==> src/design/arp_resolver_table_defines.svh <==
// assertion helpers for the address table checks
`ifndef ARP_RESOLVER_TABLE_DEFINES_SVH
`define ARP_RESOLVER_TABLE_DEFINES_SVH

// same-cycle implication, inactive during reset
`define ART_ASSERT_SAME(label, ante, cons) \
  label: assert property (@(posedge clk) disable iff (rst) (ante) |-> (cons)) \
    else $error("arp table check failed");

// next-cycle implication, inactive during reset
`define ART_ASSERT_NEXT(label, ante, cons) \
  label: assert property (@(posedge clk) disable iff (rst) (ante) |=> (cons)) \
    else $error("arp table check failed");

`endif

==> src/design/art_pkg.sv <==
`default_nettype none

package art_pkg;

  // table geometry
  localparam int DEF_TABLE_DEPTH = 16;
  localparam int IP_W            = 32;
  localparam int MAC_W           = 48;
  localparam int ENTRY_W         = IP_W + MAC_W;
  localparam int CFG_W           = 48;

  // arp opcodes, received and emitted
  localparam logic [15:0] OPC_REQUEST = 16'd1;
  localparam logic [15:0] OPC_REPLY   = 16'd2;
  localparam logic [1:0]  OUTOP_NONE    = 2'd0;
  localparam logic [1:0]  OUTOP_REQUEST = 2'd1;
  localparam logic [1:0]  OUTOP_REPLY   = 2'd2;

  localparam logic [MAC_W-1:0] MAC_BCAST = {MAC_W{1'b1}};

  // configuration register indexes
  localparam logic REG_OWN_IP  = 1'b0;
  localparam logic REG_OWN_MAC = 1'b1;

  // action codes of an input beat
  localparam logic ACT_LOOKUP = 1'b0;
  localparam logic ACT_ARP    = 1'b1;

  typedef enum logic [2:0] {
    KIND_FORWARD = 3'd0,
    KIND_REQUEST = 3'd1,
    KIND_REPLY   = 3'd2,
    KIND_LEARNED = 3'd3,
    KIND_IGNORED = 3'd4
  } kind_t;

  typedef enum logic [1:0] {
    ST_IDLE,
    ST_SCAN,
    ST_ARP,
    ST_EMIT
  } state_t;

  typedef struct packed {
    logic             action;
    logic [IP_W-1:0]  dest_ip;
    logic [15:0]      arp_opcode;
    logic [MAC_W-1:0] sender_mac;
    logic [IP_W-1:0]  sender_ip;
    logic [IP_W-1:0]  target_ip;
  } art_in_t;

  typedef struct packed {
    logic [2:0]       kind;
    logic [MAC_W-1:0] eth_dest;
    logic [1:0]       out_opcode;
    logic [MAC_W-1:0] out_target_mac;
    logic [IP_W-1:0]  out_target_ip;
  } art_out_t;

  // controller to datapath
  typedef struct packed {
    logic  load;
    logic  scan;
    logic  learn;
    logic  set_res;
    kind_t res_kind;
    logic  push;
  } art_cmd_t;

  // datapath to controller
  typedef struct packed {
    logic empty;
    logic hit;
    logic miss;
    logic tgt_match;
    logic op_request;
    logic op_reply;
    logic out_free;
  } art_sts_t;

endpackage

`default_nettype wire

==> src/design/arp_resolver_table.sv <==
// arp resolver table: ipv4 to mac address table for an ethernet station
//
// input channel req/req_valid/req_stall carries one packet event per beat:
// an outgoing ip lookup (action 0) or a received arp packet (action 1).
// output channel rsp/rsp_valid/rsp_stall returns exactly one result beat
// per input beat, in order. own_ip and own_mac are written through
// cfg_we/cfg_index/cfg_data; the user must write them only while the
// block is idle, which the block itself does not enforce.
// a lookup scans the table one entry per cycle from a registered ram read;
// a hit stops at the first matching entry, a miss reads every entry. one
// item is in work at a time; the next beat is accepted once the result is
// handed to the output register, so a waiting result beat does not block it.
// reset clears the configuration, empties the table and drops any result.
// a stalled result holds in the output register; a finished item then
// waits until that register frees up, and req_stall stays high meanwhile.
`default_nettype none

`include "arp_resolver_table_defines.svh"

module arp_resolver_table import art_pkg::*; #(
  parameter int TABLE_DEPTH = DEF_TABLE_DEPTH
) (
  input  wire logic             clk,
  input  wire logic             rst,
  input  wire logic             req_valid,
  output logic                  req_stall,
  input  wire art_in_t          req,
  output logic                  rsp_valid,
  input  wire logic             rsp_stall,
  output art_out_t              rsp,
  input  wire logic             cfg_we,
  input  wire logic             cfg_index,
  input  wire logic [CFG_W-1:0] cfg_data
);

  art_cmd_t cmd;
  art_sts_t sts;

  // sequencer
  art_ctrl u_ctrl (
    .clk       (clk),
    .rst       (rst),
    .req_valid (req_valid),
    .req_action(req.action),
    .req_stall (req_stall),
    .sts       (sts),
    .cmd       (cmd)
  );

  // table, compare and result registers
  art_dp #(
    .TABLE_DEPTH(TABLE_DEPTH)
  ) u_dp (
    .clk      (clk),
    .rst      (rst),
    .req      (req),
    .cfg_we   (cfg_we),
    .cfg_index(cfg_index),
    .cfg_data (cfg_data),
    .cmd      (cmd),
    .sts      (sts),
    .rsp_valid(rsp_valid),
    .rsp_stall(rsp_stall),
    .rsp      (rsp)
  );

  // checks
  `ART_ASSERT_NEXT(a_busy_after_accept, req_valid && !req_stall, req_stall)
  `ART_ASSERT_SAME(a_no_overwrite, cmd.push, !rsp_valid || !rsp_stall)
  `ART_ASSERT_SAME(a_learn_only_ours, cmd.learn, sts.tgt_match)
  `ART_ASSERT_NEXT(a_push_shows, cmd.push, rsp_valid)

endmodule

`default_nettype wire

==> src/design/art_ram.sv <==
`default_nettype none

module art_ram #(
  parameter int WIDTH = 8,
  parameter int DEPTH = 16,
  localparam int AW = (DEPTH > 1) ? $clog2(DEPTH) : 1
) (
  input  wire logic             clk,
  input  wire logic             we,
  input  wire logic [AW-1:0]    waddr,
  input  wire logic [WIDTH-1:0] wdata,
  input  wire logic [AW-1:0]    raddr,
  output logic      [WIDTH-1:0] rdata
);

  logic [WIDTH-1:0] mem [DEPTH];

  // single write port, registered read
  always_ff @(posedge clk) begin
    if (we) begin
      mem[waddr] <= wdata;
    end
    rdata <= mem[raddr];
  end

endmodule

`default_nettype wire

==> src/design/art_ctrl.sv <==
`default_nettype none

module art_ctrl import art_pkg::*; (
  input  wire logic     clk,
  input  wire logic     rst,
  input  wire logic     req_valid,
  input  wire logic     req_action,
  output logic          req_stall,
  input  wire art_sts_t sts,
  output art_cmd_t      cmd
);

  state_t state, state_next;

  // state register
  always_ff @(posedge clk) begin
    if (rst) begin
      state <= ST_IDLE;
    end else begin
      state <= state_next;
    end
  end

  // next state and commands
  always_comb begin
    state_next   = state;
    req_stall    = 1'b1;
    cmd          = '0;
    cmd.res_kind = KIND_IGNORED;
    unique case (state)
      ST_IDLE: begin
        req_stall = 1'b0;
        if (req_valid) begin
          cmd.load   = 1'b1;
          state_next = (req_action == ACT_ARP) ? ST_ARP : ST_SCAN;
        end
      end
      ST_SCAN: begin
        cmd.scan = 1'b1;
        if (sts.hit) begin
          cmd.set_res  = 1'b1;
          cmd.res_kind = KIND_FORWARD;
          state_next   = ST_EMIT;
        end else if (sts.empty || sts.miss) begin
          cmd.set_res  = 1'b1;
          cmd.res_kind = KIND_REQUEST;
          state_next   = ST_EMIT;
        end
      end
      ST_ARP: begin
        cmd.set_res = 1'b1;
        state_next  = ST_EMIT;
        if (sts.tgt_match && sts.op_request) begin
          cmd.learn    = 1'b1;
          cmd.res_kind = KIND_REPLY;
        end else if (sts.tgt_match && sts.op_reply) begin
          cmd.learn    = 1'b1;
          cmd.res_kind = KIND_LEARNED;
        end
      end
      ST_EMIT: begin
        if (sts.out_free) begin
          cmd.push   = 1'b1;
          state_next = ST_IDLE;
        end
      end
      default: begin
        state_next = ST_IDLE;
      end
    endcase
  end

endmodule

`default_nettype wire

==> src/design/art_dp.sv <==
`default_nettype none

module art_dp import art_pkg::*; #(
  parameter int TABLE_DEPTH = DEF_TABLE_DEPTH
) (
  input  wire logic             clk,
  input  wire logic             rst,
  input  wire art_in_t          req,
  input  wire logic             cfg_we,
  input  wire logic             cfg_index,
  input  wire logic [CFG_W-1:0] cfg_data,
  input  wire art_cmd_t         cmd,
  output art_sts_t              sts,
  output logic                  rsp_valid,
  input  wire logic             rsp_stall,
  output art_out_t              rsp
);

  localparam int AW = (TABLE_DEPTH > 1) ? $clog2(TABLE_DEPTH) : 1;
  localparam int CW = $clog2(TABLE_DEPTH + 1);
  localparam logic [CW-1:0] DEPTH_C = CW'(TABLE_DEPTH);

  logic [IP_W-1:0]    own_ip;
  logic [MAC_W-1:0]   own_mac;
  art_in_t            item;
  logic [CW-1:0]      entry_count;
  logic [CW-1:0]      rd_idx;
  logic               cmp_vld;
  logic               cmp_last;
  art_out_t           res;
  art_out_t           res_next;
  logic [ENTRY_W-1:0] rd_data;
  logic [IP_W-1:0]    rd_ip;
  logic [MAC_W-1:0]   rd_mac;
  logic               issue;
  logic               wr_en;

  // configuration registers
  always_ff @(posedge clk) begin
    if (rst) begin
      own_ip  <= '0;
      own_mac <= '0;
    end else if (cfg_we) begin
      unique case (cfg_index)
        REG_OWN_IP:  own_ip  <= cfg_data[IP_W-1:0];
        REG_OWN_MAC: own_mac <= cfg_data[MAC_W-1:0];
        default: ;
      endcase
    end
  end

  // captured input beat
  always_ff @(posedge clk) begin
    if (cmd.load) begin
      item <= req;
    end
  end

  // table storage, ip in the upper bits
  assign wr_en = cmd.learn && (entry_count < DEPTH_C);

  art_ram #(
    .WIDTH(ENTRY_W),
    .DEPTH(TABLE_DEPTH)
  ) u_table (
    .clk  (clk),
    .we   (wr_en),
    .waddr(entry_count[AW-1:0]),
    .wdata({item.sender_ip, item.sender_mac}),
    .raddr(rd_idx[AW-1:0]),
    .rdata(rd_data)
  );

  assign rd_ip  = rd_data[ENTRY_W-1 -: IP_W];
  assign rd_mac = rd_data[MAC_W-1:0];

  // fill count, saturates at depth
  always_ff @(posedge clk) begin
    if (rst) begin
      entry_count <= '0;
    end else if (wr_en) begin
      entry_count <= CW'(entry_count + CW'(1));
    end
  end

  // scan: one read issued per cycle, compared in the cycle after
  assign issue = cmd.scan && (rd_idx < entry_count);

  always_ff @(posedge clk) begin
    if (rst) begin
      rd_idx  <= '0;
      cmp_vld <= 1'b0;
    end else if (cmd.load) begin
      rd_idx  <= '0;
      cmp_vld <= 1'b0;
    end else begin
      cmp_vld <= issue;
      if (issue) begin
        rd_idx <= CW'(rd_idx + CW'(1));
      end
    end
  end

  always_ff @(posedge clk) begin
    if (issue) begin
      cmp_last <= (CW'(rd_idx + CW'(1)) == entry_count);
    end
  end

  // status toward the controller
  always_comb begin
    sts            = '0;
    sts.empty      = (entry_count == '0);
    sts.hit        = cmp_vld && (rd_ip == item.dest_ip);
    sts.miss       = cmp_vld && cmp_last && (rd_ip != item.dest_ip);
    sts.tgt_match  = (item.target_ip == own_ip);
    sts.op_request = (item.arp_opcode == OPC_REQUEST);
    sts.op_reply   = (item.arp_opcode == OPC_REPLY);
    sts.out_free   = !rsp_valid || !rsp_stall;
  end

  // result assembly
  always_comb begin
    res_next      = '0;
    res_next.kind = cmd.res_kind;
    unique case (cmd.res_kind)
      KIND_FORWARD: begin
        res_next.eth_dest = rd_mac;
      end
      KIND_REQUEST: begin
        res_next.eth_dest      = MAC_BCAST;
        res_next.out_opcode    = OUTOP_REQUEST;
        res_next.out_target_ip = item.dest_ip;
      end
      KIND_REPLY: begin
        res_next.eth_dest       = item.sender_mac;
        res_next.out_opcode     = OUTOP_REPLY;
        res_next.out_target_mac = item.sender_mac;
        res_next.out_target_ip  = item.sender_ip;
      end
      default: ;
    endcase
  end

  always_ff @(posedge clk) begin
    if (cmd.set_res) begin
      res <= res_next;
    end
  end

  // output register: result beat waits here while a new item runs
  always_ff @(posedge clk) begin
    if (rst) begin
      rsp_valid <= 1'b0;
    end else if (cmd.push) begin
      rsp_valid <= 1'b1;
    end else if (!rsp_stall) begin
      rsp_valid <= 1'b0;
    end
  end

  always_ff @(posedge clk) begin
    if (cmd.push) begin
      rsp <= res;
    end
  end

  // own mac is the sender of emitted arp frames, not part of the result
  logic own_mac_unused;
  assign own_mac_unused = ^own_mac;

endmodule

`default_nettype wire

==> config.mk <==
export PLATFORM = sky130hd
export DESIGN_NAME = arp_resolver_table
export DESIGN_NICKNAME = d
export VERILOG_FILES = /design/src/design/art_pkg.sv /design/src/design/arp_resolver_table.sv /design/src/design/art_ram.sv /design/src/design/art_ctrl.sv /design/src/design/art_dp.sv
export VERILOG_INCLUDE_DIRS = /design/src /design/src/design
export SDC_FILE = /design/constraint.sdc
export NUM_CORES = 2
export LEC_CHECK = 0
export ABC_AREA = 1
export BUFFER_PORTS_ARGS = -buffer_cell sky130_fd_sc_hd__buf_2
export CORE_ASPECT_RATIO = 2
export CORE_MARGIN = 1
export CORE_UTILIZATION = 47
export CTS_CLUSTER_SIZE = 16
export DETAILED_ROUTE_END_ITERATION = 16
export PLACE_DENSITY = 0.63
export SLEW_MARGIN = 20
export SYNTH_ARGS = -nofsm -noshare
export SYNTH_HDL_FRONTEND = slang
export SYNTH_HIERARCHICAL = 1
export SYNTH_SLANG_ARGS = --single-unit
==> constraint.sdc <==
create_clock -name clk -period 9.6 [get_ports clk]
set_input_delay 0 -clock clk [delete_from_list [all_inputs] [get_ports clk]]
set_output_delay 0 -clock clk [all_outputs]
set_load 0.02 [all_outputs]
# After elaboration in Yosys (flattened, before gate mapping)
# Memories as Yosys holds them, arrays and structs flattened. A register that Yosys moved wholly into a read port is not among the register bits.
# Cells that the tools add are included.
# classes
addsub,2
order_cmp,2
n_eq_ne,15
mux,27
bitwise,1
reduce_logical,17
# op_table
cell,n
$pmux 48 s3,1
$eq 32x32->1,2
$pmux 32 s2,1
$ne 32x32->1,1
$eq 16x1->1 const B,1
$eq 16x2->1 const B,1
$mux 1,13
$add 5x1->5 const B,2
$mux 2,5
$mux 4,2
$pmux 2 s4,1
$pmux 4 s2,1
$logic_and 1x1->1,7
$mux 3,2
$eq 5x5->1,1
$logic_not 5->1,1
$lt 5x5->1,1
$lt 5x5->1 const B,1
$eq 2x2->1 const B,2
$ne 2x2->1 const B,2
$pmux 2 s2,1
$eq 3x1->1 const B,1
$eq 3x2->1 const B,1
$logic_not 3->1,1
10 further kinds,12
# word_totals
ff_bits,473
ramBits,1280
inputBits,215
wordCells,87
n_memories,1
# memory_table
name,words,width,read_ports,rd_ports_with_merged_regs,write_ports,line,text
u_dp.u_table.mem,16,80,1,1,1,art_ram.sv:16,logic [WIDTH-1:0] mem [DEPTH];

# Logic depth before layout (Yosys ltp)
# depth
depth_word,8
mapped_depth,20
ltp_nobuf,18

# Modules after synthesis
# The synthesis kept the hierarchy.
# by_module_without_submodules
mod,n_inst,cells_each,area_each_um2,seq_area_each_um2
art_ram,1,5255,56227.7,40038.4
art_dp,1,1241,17616.9,13703.1
art_ctrl,1,59,332.8,40.0

# Worst setup path before layout
# OpenSTA, ideal clock, no wires.
# synth_timing
path_type,register to register
start,register u_dp/item[136] (netlist name)
end,register u_dp/res[0] (netlist name) (enable)
arrival_time_ns,7.544
required_ns,8.931
slack_ns,1.387
stages_incl_launch_ff,12
path_buffers,0
cell_sequence,edfxtp_1 -> xor2_1 -> nor2_1 -> nand2_1 -> nor2_1 -> nand2_1 -> nor2_1 -> nor2_1 -> nor2_4 -> inv_2 -> o21ai_0 -> a21oi_1
# synth_rtl
element,line,text
"start, declared",art_dp.sv:25,art_in_t item;
"start signal, assigned",art_dp.sv:55,item <= req;
"end signal, assigned",art_dp.sv:147,res <= res_next;
"end, declared",art_dp.sv:30,art_out_t res;

==> qor.txt <==
POWER AND IR DROP
-------------------------------------------------------------------------------------------------
Power per standard cell area .......................................................   198 nW/um2
Leakage power figure ...............................................................      35.6 nW
Largest voltage drop on the vdd net ................................................     0.159 mV

GRT
-------------------------------------------------------------------------------------------------
Maximum number of pins on one net before global-route repair .......................          207
Overall global routing resource usage ..............................................        23.2%
Vias in the first global route .....................................................        48187
Wire length of the first global-routing pass .......................................    281000 um
Overflow left after global routing .................................................            0
Antenna violations before repair ...................................................            6

TIMING
-------------------------------------------------------------------------------------------------
Maximum operating frequency ........................................................      217 MHz
Total count of max-transition violations in the final report .......................            0
Headroom to the max-slew limit .....................................................        8.93%
Count of endpoints failing hold in the final timing report .........................            0
Actual slew at the worst max-slew pin ..............................................      1.37 ns
Setup_tns ..........................................................................         0 ns
Setup repair after global routing missed its margin ................................           no
Number of setup violations in the final report .....................................            0
Final critical-path share of the clock period ......................................        48.0%
Worst clock skew on the final layout ...............................................    0.0538 ns
Min Clock Period, post-route .......................................................      4.61 ns

FINISH
-------------------------------------------------------------------------------------------------
Fraction of layout instances using a drive strength above 1 ........................        9.64%
Post-route cell area ...............................................................    87100 um2
# fillers ..........................................................................        12449
Area of all sequential standard cells ..............................................    53800 um2
Number of non-filler instances in the completed layout .............................         9437
Area of combinational cells with multiple inputs ...................................    14700 um2
Area growth, synth to finish .......................................................        17.4%
Post-layout net count ..............................................................         7467

WORST HOLD PATH
-------------------------------------------------------------------------------------------------
Hold Crit Depth ....................................................................            2
Hold EP ............................................................................ u_dp/item[66]
Hold path start ....................................................................      req[66]
Class of the worst hold path .......................................................    in -> reg

YOSYS
-------------------------------------------------------------------------------------------------
Sequential share of the synthesized area ...........................................        72.5%
Number of distinct library cell variants in the gate-level netlist after synthesis .           33
Syn_area_per_cell ..................................................................     11.3 um2
Post-synthesis net count ...........................................................         6783
Cells after Synth ..................................................................         6555
Number of flip-flops and latches in the synthesized netlist ........................         1833
Cell area after synthesis ..........................................................    74200 um2
Number of warnings reported in the yosys synthesis log .............................            6

DIE
-------------------------------------------------------------------------------------------------
Width of the die ...................................................................       283 um
Starting density of the core .......................................................        47.5%
Boundary Pins ......................................................................          350
Die Height .........................................................................       564 um
Area of the placeable core .........................................................   156000 um2
Number of rows created at floorplan ................................................          205
Die footprint ......................................................................   160000 um2

PLACED DESIGN
-------------------------------------------------------------------------------------------------
Placed Area ........................................................................    77600 um2
Total half-perimeter wirelength after legalization and detailed placement ..........     91400 um
Number of placed cells counting well taps ..........................................         8724
Global placement routability congestion ............................................        0.793
Count of buffers inserted at the top-level ports ...................................          333

CRITICAL PATH
-------------------------------------------------------------------------------------------------
Largest fanout on the critical path ................................................           44
RR Endpoint ........................................................................ u_dp/u_table/mem[11][64]
Critical Path Sink Type ............................................................     register
Cell family contributing the most delay on the critical path ....................... simple AND/OR/NAND/NOR gates
Critical path, cell by cell ........................................................ nor4_1 -> nand2_1 -> nor2_1 -> o21ai_0 -> nor2_1 -> nand2_1 -> inv_1 -> nand3b_1 -> nor2_4 -> buf_4 -> buf_4
CP max-delay cell .................................................................. sky130_fd_sc_hd__buf_4
Path type of the worst setup path ..................................................   reg -> reg
Crit path buffers/inverters ........................................................            3
Arrival time of the worst setup path ...............................................      5.00 ns
Required time at the endpoint of the critical path .................................      9.99 ns
Critical R2R Launch ................................................................ u_dp/item[125]
FF-to-FF path depth ................................................................           11
Setup slack, reg-to-reg ............................................................      4.99 ns
Critical Path Max Stage Delay ......................................................      0.87 ns
Nature of the critical path startpoint .............................................     register

DETAILED ROUTING
-------------------------------------------------------------------------------------------------
Number of design-rule violations left by the first detailed-router iteration .......         3544
Total via count after detailed routing .............................................        48344
Mean routed wirelength per cell ....................................................      19.9 um
Via-to-Cell Ratio ..................................................................         5.12
Total length of routed wires .......................................................    188000 um
Final ANT Viol Nets ................................................................            0
DRC ................................................................................            0
First-pass iteration count of the detailed router ..................................            6

CLOCK NETWORK
-------------------------------------------------------------------------------------------------
Post-CTS setup buffers .............................................................            0
Number of buffers inserted during clock tree synthesis .............................          165
Clock insertion delay at the later pin of the skew report ..........................      0.81 ns
Number of buffers inserted by hold repair at cts ...................................          418
Root buf cell ...................................................................... sky130_fd_sc_hd__clkbuf_16
Number of buffers on the longest clock path ........................................            4
CTS tree ...........................................................................          yes
Number of levels the H-tree was split into .........................................            4
Worst-path clk slew ................................................................      0.07 ns
Post-cts resize count ..............................................................            0
Clk sink count .....................................................................         1833

FLOW RUN
-------------------------------------------------------------------------------------------------
Max Cap Violations .................................................................            0

STATUS
-------------------------------------------------------------------------------------------------
Status ............................................................................. finished, final reports clean

## kinds of logic (layout without fill, tap and decap cells)
kind of cell	after synthesis	in the layout	share of synthesized area, %
DFF	1833	1833	72.5
xor gates and xnor gates	44	44	0.520
adders and majority gates	13	13	0.219
AOI/OAI and AO/OA	178	178	1.21
and+or+nand+nor	3060	3060	17.7
buffers and inverters	1427	2235	7.87
other	0	4	0
## layer usage
layer | vias to the layer above | track usage [%] | part of all wire, %
met1 | 23497 | 27.9 | 39
met4 | 0 | 9.51 | 3.7
li1 | 22701 | - | -
met5 | - | 0 | 0
met2 | 1731 | 41.9 | 52
met3 | 415 | 2.72 | 5.8
## synthesized netlist by cell type (all sizes together)
library cell	count	share of area (%)
nand3	972	6.6
buf	243	1.9
nor3	3	0.020
clkbuf	57	0.29
or2	1	0.0084
nand4	12	0.10
xnor2	39	0.46
o21ai	165	1.1
nor4	3	0.025
a21oi	11	0.074
edfxtp	1707	69
dfxtp	126	3.4
nor2	188	1.4
nand3b	3	0.030
nand2	1878	9.5
a22o	2	0.024
ha	13	0.22
inv	1127	5.7
xor2	5	0.059
## power by group
part	switching, mW	total, mW	internal [mW]	leakage, nW
Sequential	0.341	9.74	9.40	16.5
Clock	2.84	6.58	3.73	2.60
Combinational	0.642	0.943	0.301	16.5
Total	3.82	17.3	13.4	35.6
## cell usage in the layout (no fill, tap or decap), types with 24 or more instances in the layout
cell type,n
sky130_fd_sc_hd__o21ai_0,155
sky130_fd_sc_hd__clkbuf_1,38
sky130_fd_sc_hd__dfxtp_1,122
sky130_fd_sc_hd__edfxtp_1,1707
sky130_fd_sc_hd__dlygate4sd3_1,418
sky130_fd_sc_hd__clkbuf_16,169
sky130_fd_sc_hd__buf_4,61
sky130_fd_sc_hd__buf_2,333
sky130_fd_sc_hd__inv_1,1116
sky130_fd_sc_hd__nand2_1,1877
sky130_fd_sc_hd__xnor2_1,39
sky130_fd_sc_hd__nor2_1,126
sky130_fd_sc_hd__nor2_4,58
sky130_fd_sc_hd__nand3_1,971
sky130_fd_sc_hd__clkinv_1,24
## state kept, by name (all words and copies together) (netlist names)
| signal | count |
|---|---|
| u_dp/u_table/rdata | 80 |
| u_dp/u_table/mem | 1280 |
| u_dp/item | 160 |
| u_dp/cmp_last | 1 |
| u_dp/own_ip | 32 |
| u_dp/entry_count | 5 |
| u_dp/rsp_valid | 1 |
| u_dp/res | 133 |
| u_dp/rsp | 133 |
| u_ctrl/state | 2 |
| u_dp/rd_idx | 5 |
| u_dp/cmp_vld | 1 |
## worst max path at each step
| stage | startpoint | to | depth (start not counted) |
|---|---|---|---|
| floorplan | u_dp/item[136] | u_dp/res[0] | 11 |
| global placement | u_dp/item[7] | u_dp/u_table/mem[11][59] | 13 |
| detailed placement | u_dp/item[3] | u_dp/u_table/mem[11][59] | 13 |
| CTS | u_dp/item[138] | u_dp/res[88] | 18 |
| global route | u_dp/item[125] | u_dp/u_table/mem[11][79] | 11 |
| finish | u_dp/item[125] | u_dp/u_table/mem[11][64] | 11 |
## worst reg2reg max path, cell delays in order (launching register included)
cell and delay [ns]:
sky130_fd_sc_hd__edfxtp_1 0.39, sky130_fd_sc_hd__nor4_1 0.46, sky130_fd_sc_hd__nand2_1 0.21, sky130_fd_sc_hd__nor2_1 0.35, sky130_fd_sc_hd__o21ai_0 0.21, sky130_fd_sc_hd__nor2_1 0.13
sky130_fd_sc_hd__nand2_1 0.14, sky130_fd_sc_hd__inv_1 0.17, sky130_fd_sc_hd__nand3b_1 0.33, sky130_fd_sc_hd__nor2_4 0.16, sky130_fd_sc_hd__buf_4 0.68, sky130_fd_sc_hd__buf_4 0.88
## through the flow
stage          hold WS [ns]  util [%]  power (mW)  setup slack [ns]
4_1_cts             0.00114      55.7        17.4              5.20
5_1_grt              0.0187      55.7        17.8              4.92
3_3_place_gp          0.177      49.7        10.7              5.29
3_5_place_dp          0.178      49.7        10.7              5.22
6_report             0.0186      55.7        17.3              4.99
2_1_floorplan        0.0691         -        10.3              1.39
## layout make-up
class,count,share of cell area [%]
diodes,4,0.0115
clock buffers,223,5.27
clock inverters,68,0.803
inverters,1127,4.90
multi-input cells,3295,16.9
flip-flops and latches,1833,61.8
well taps,2070,2.97
repair buffers,817,7.35
(Power assumes the default switching activity.)
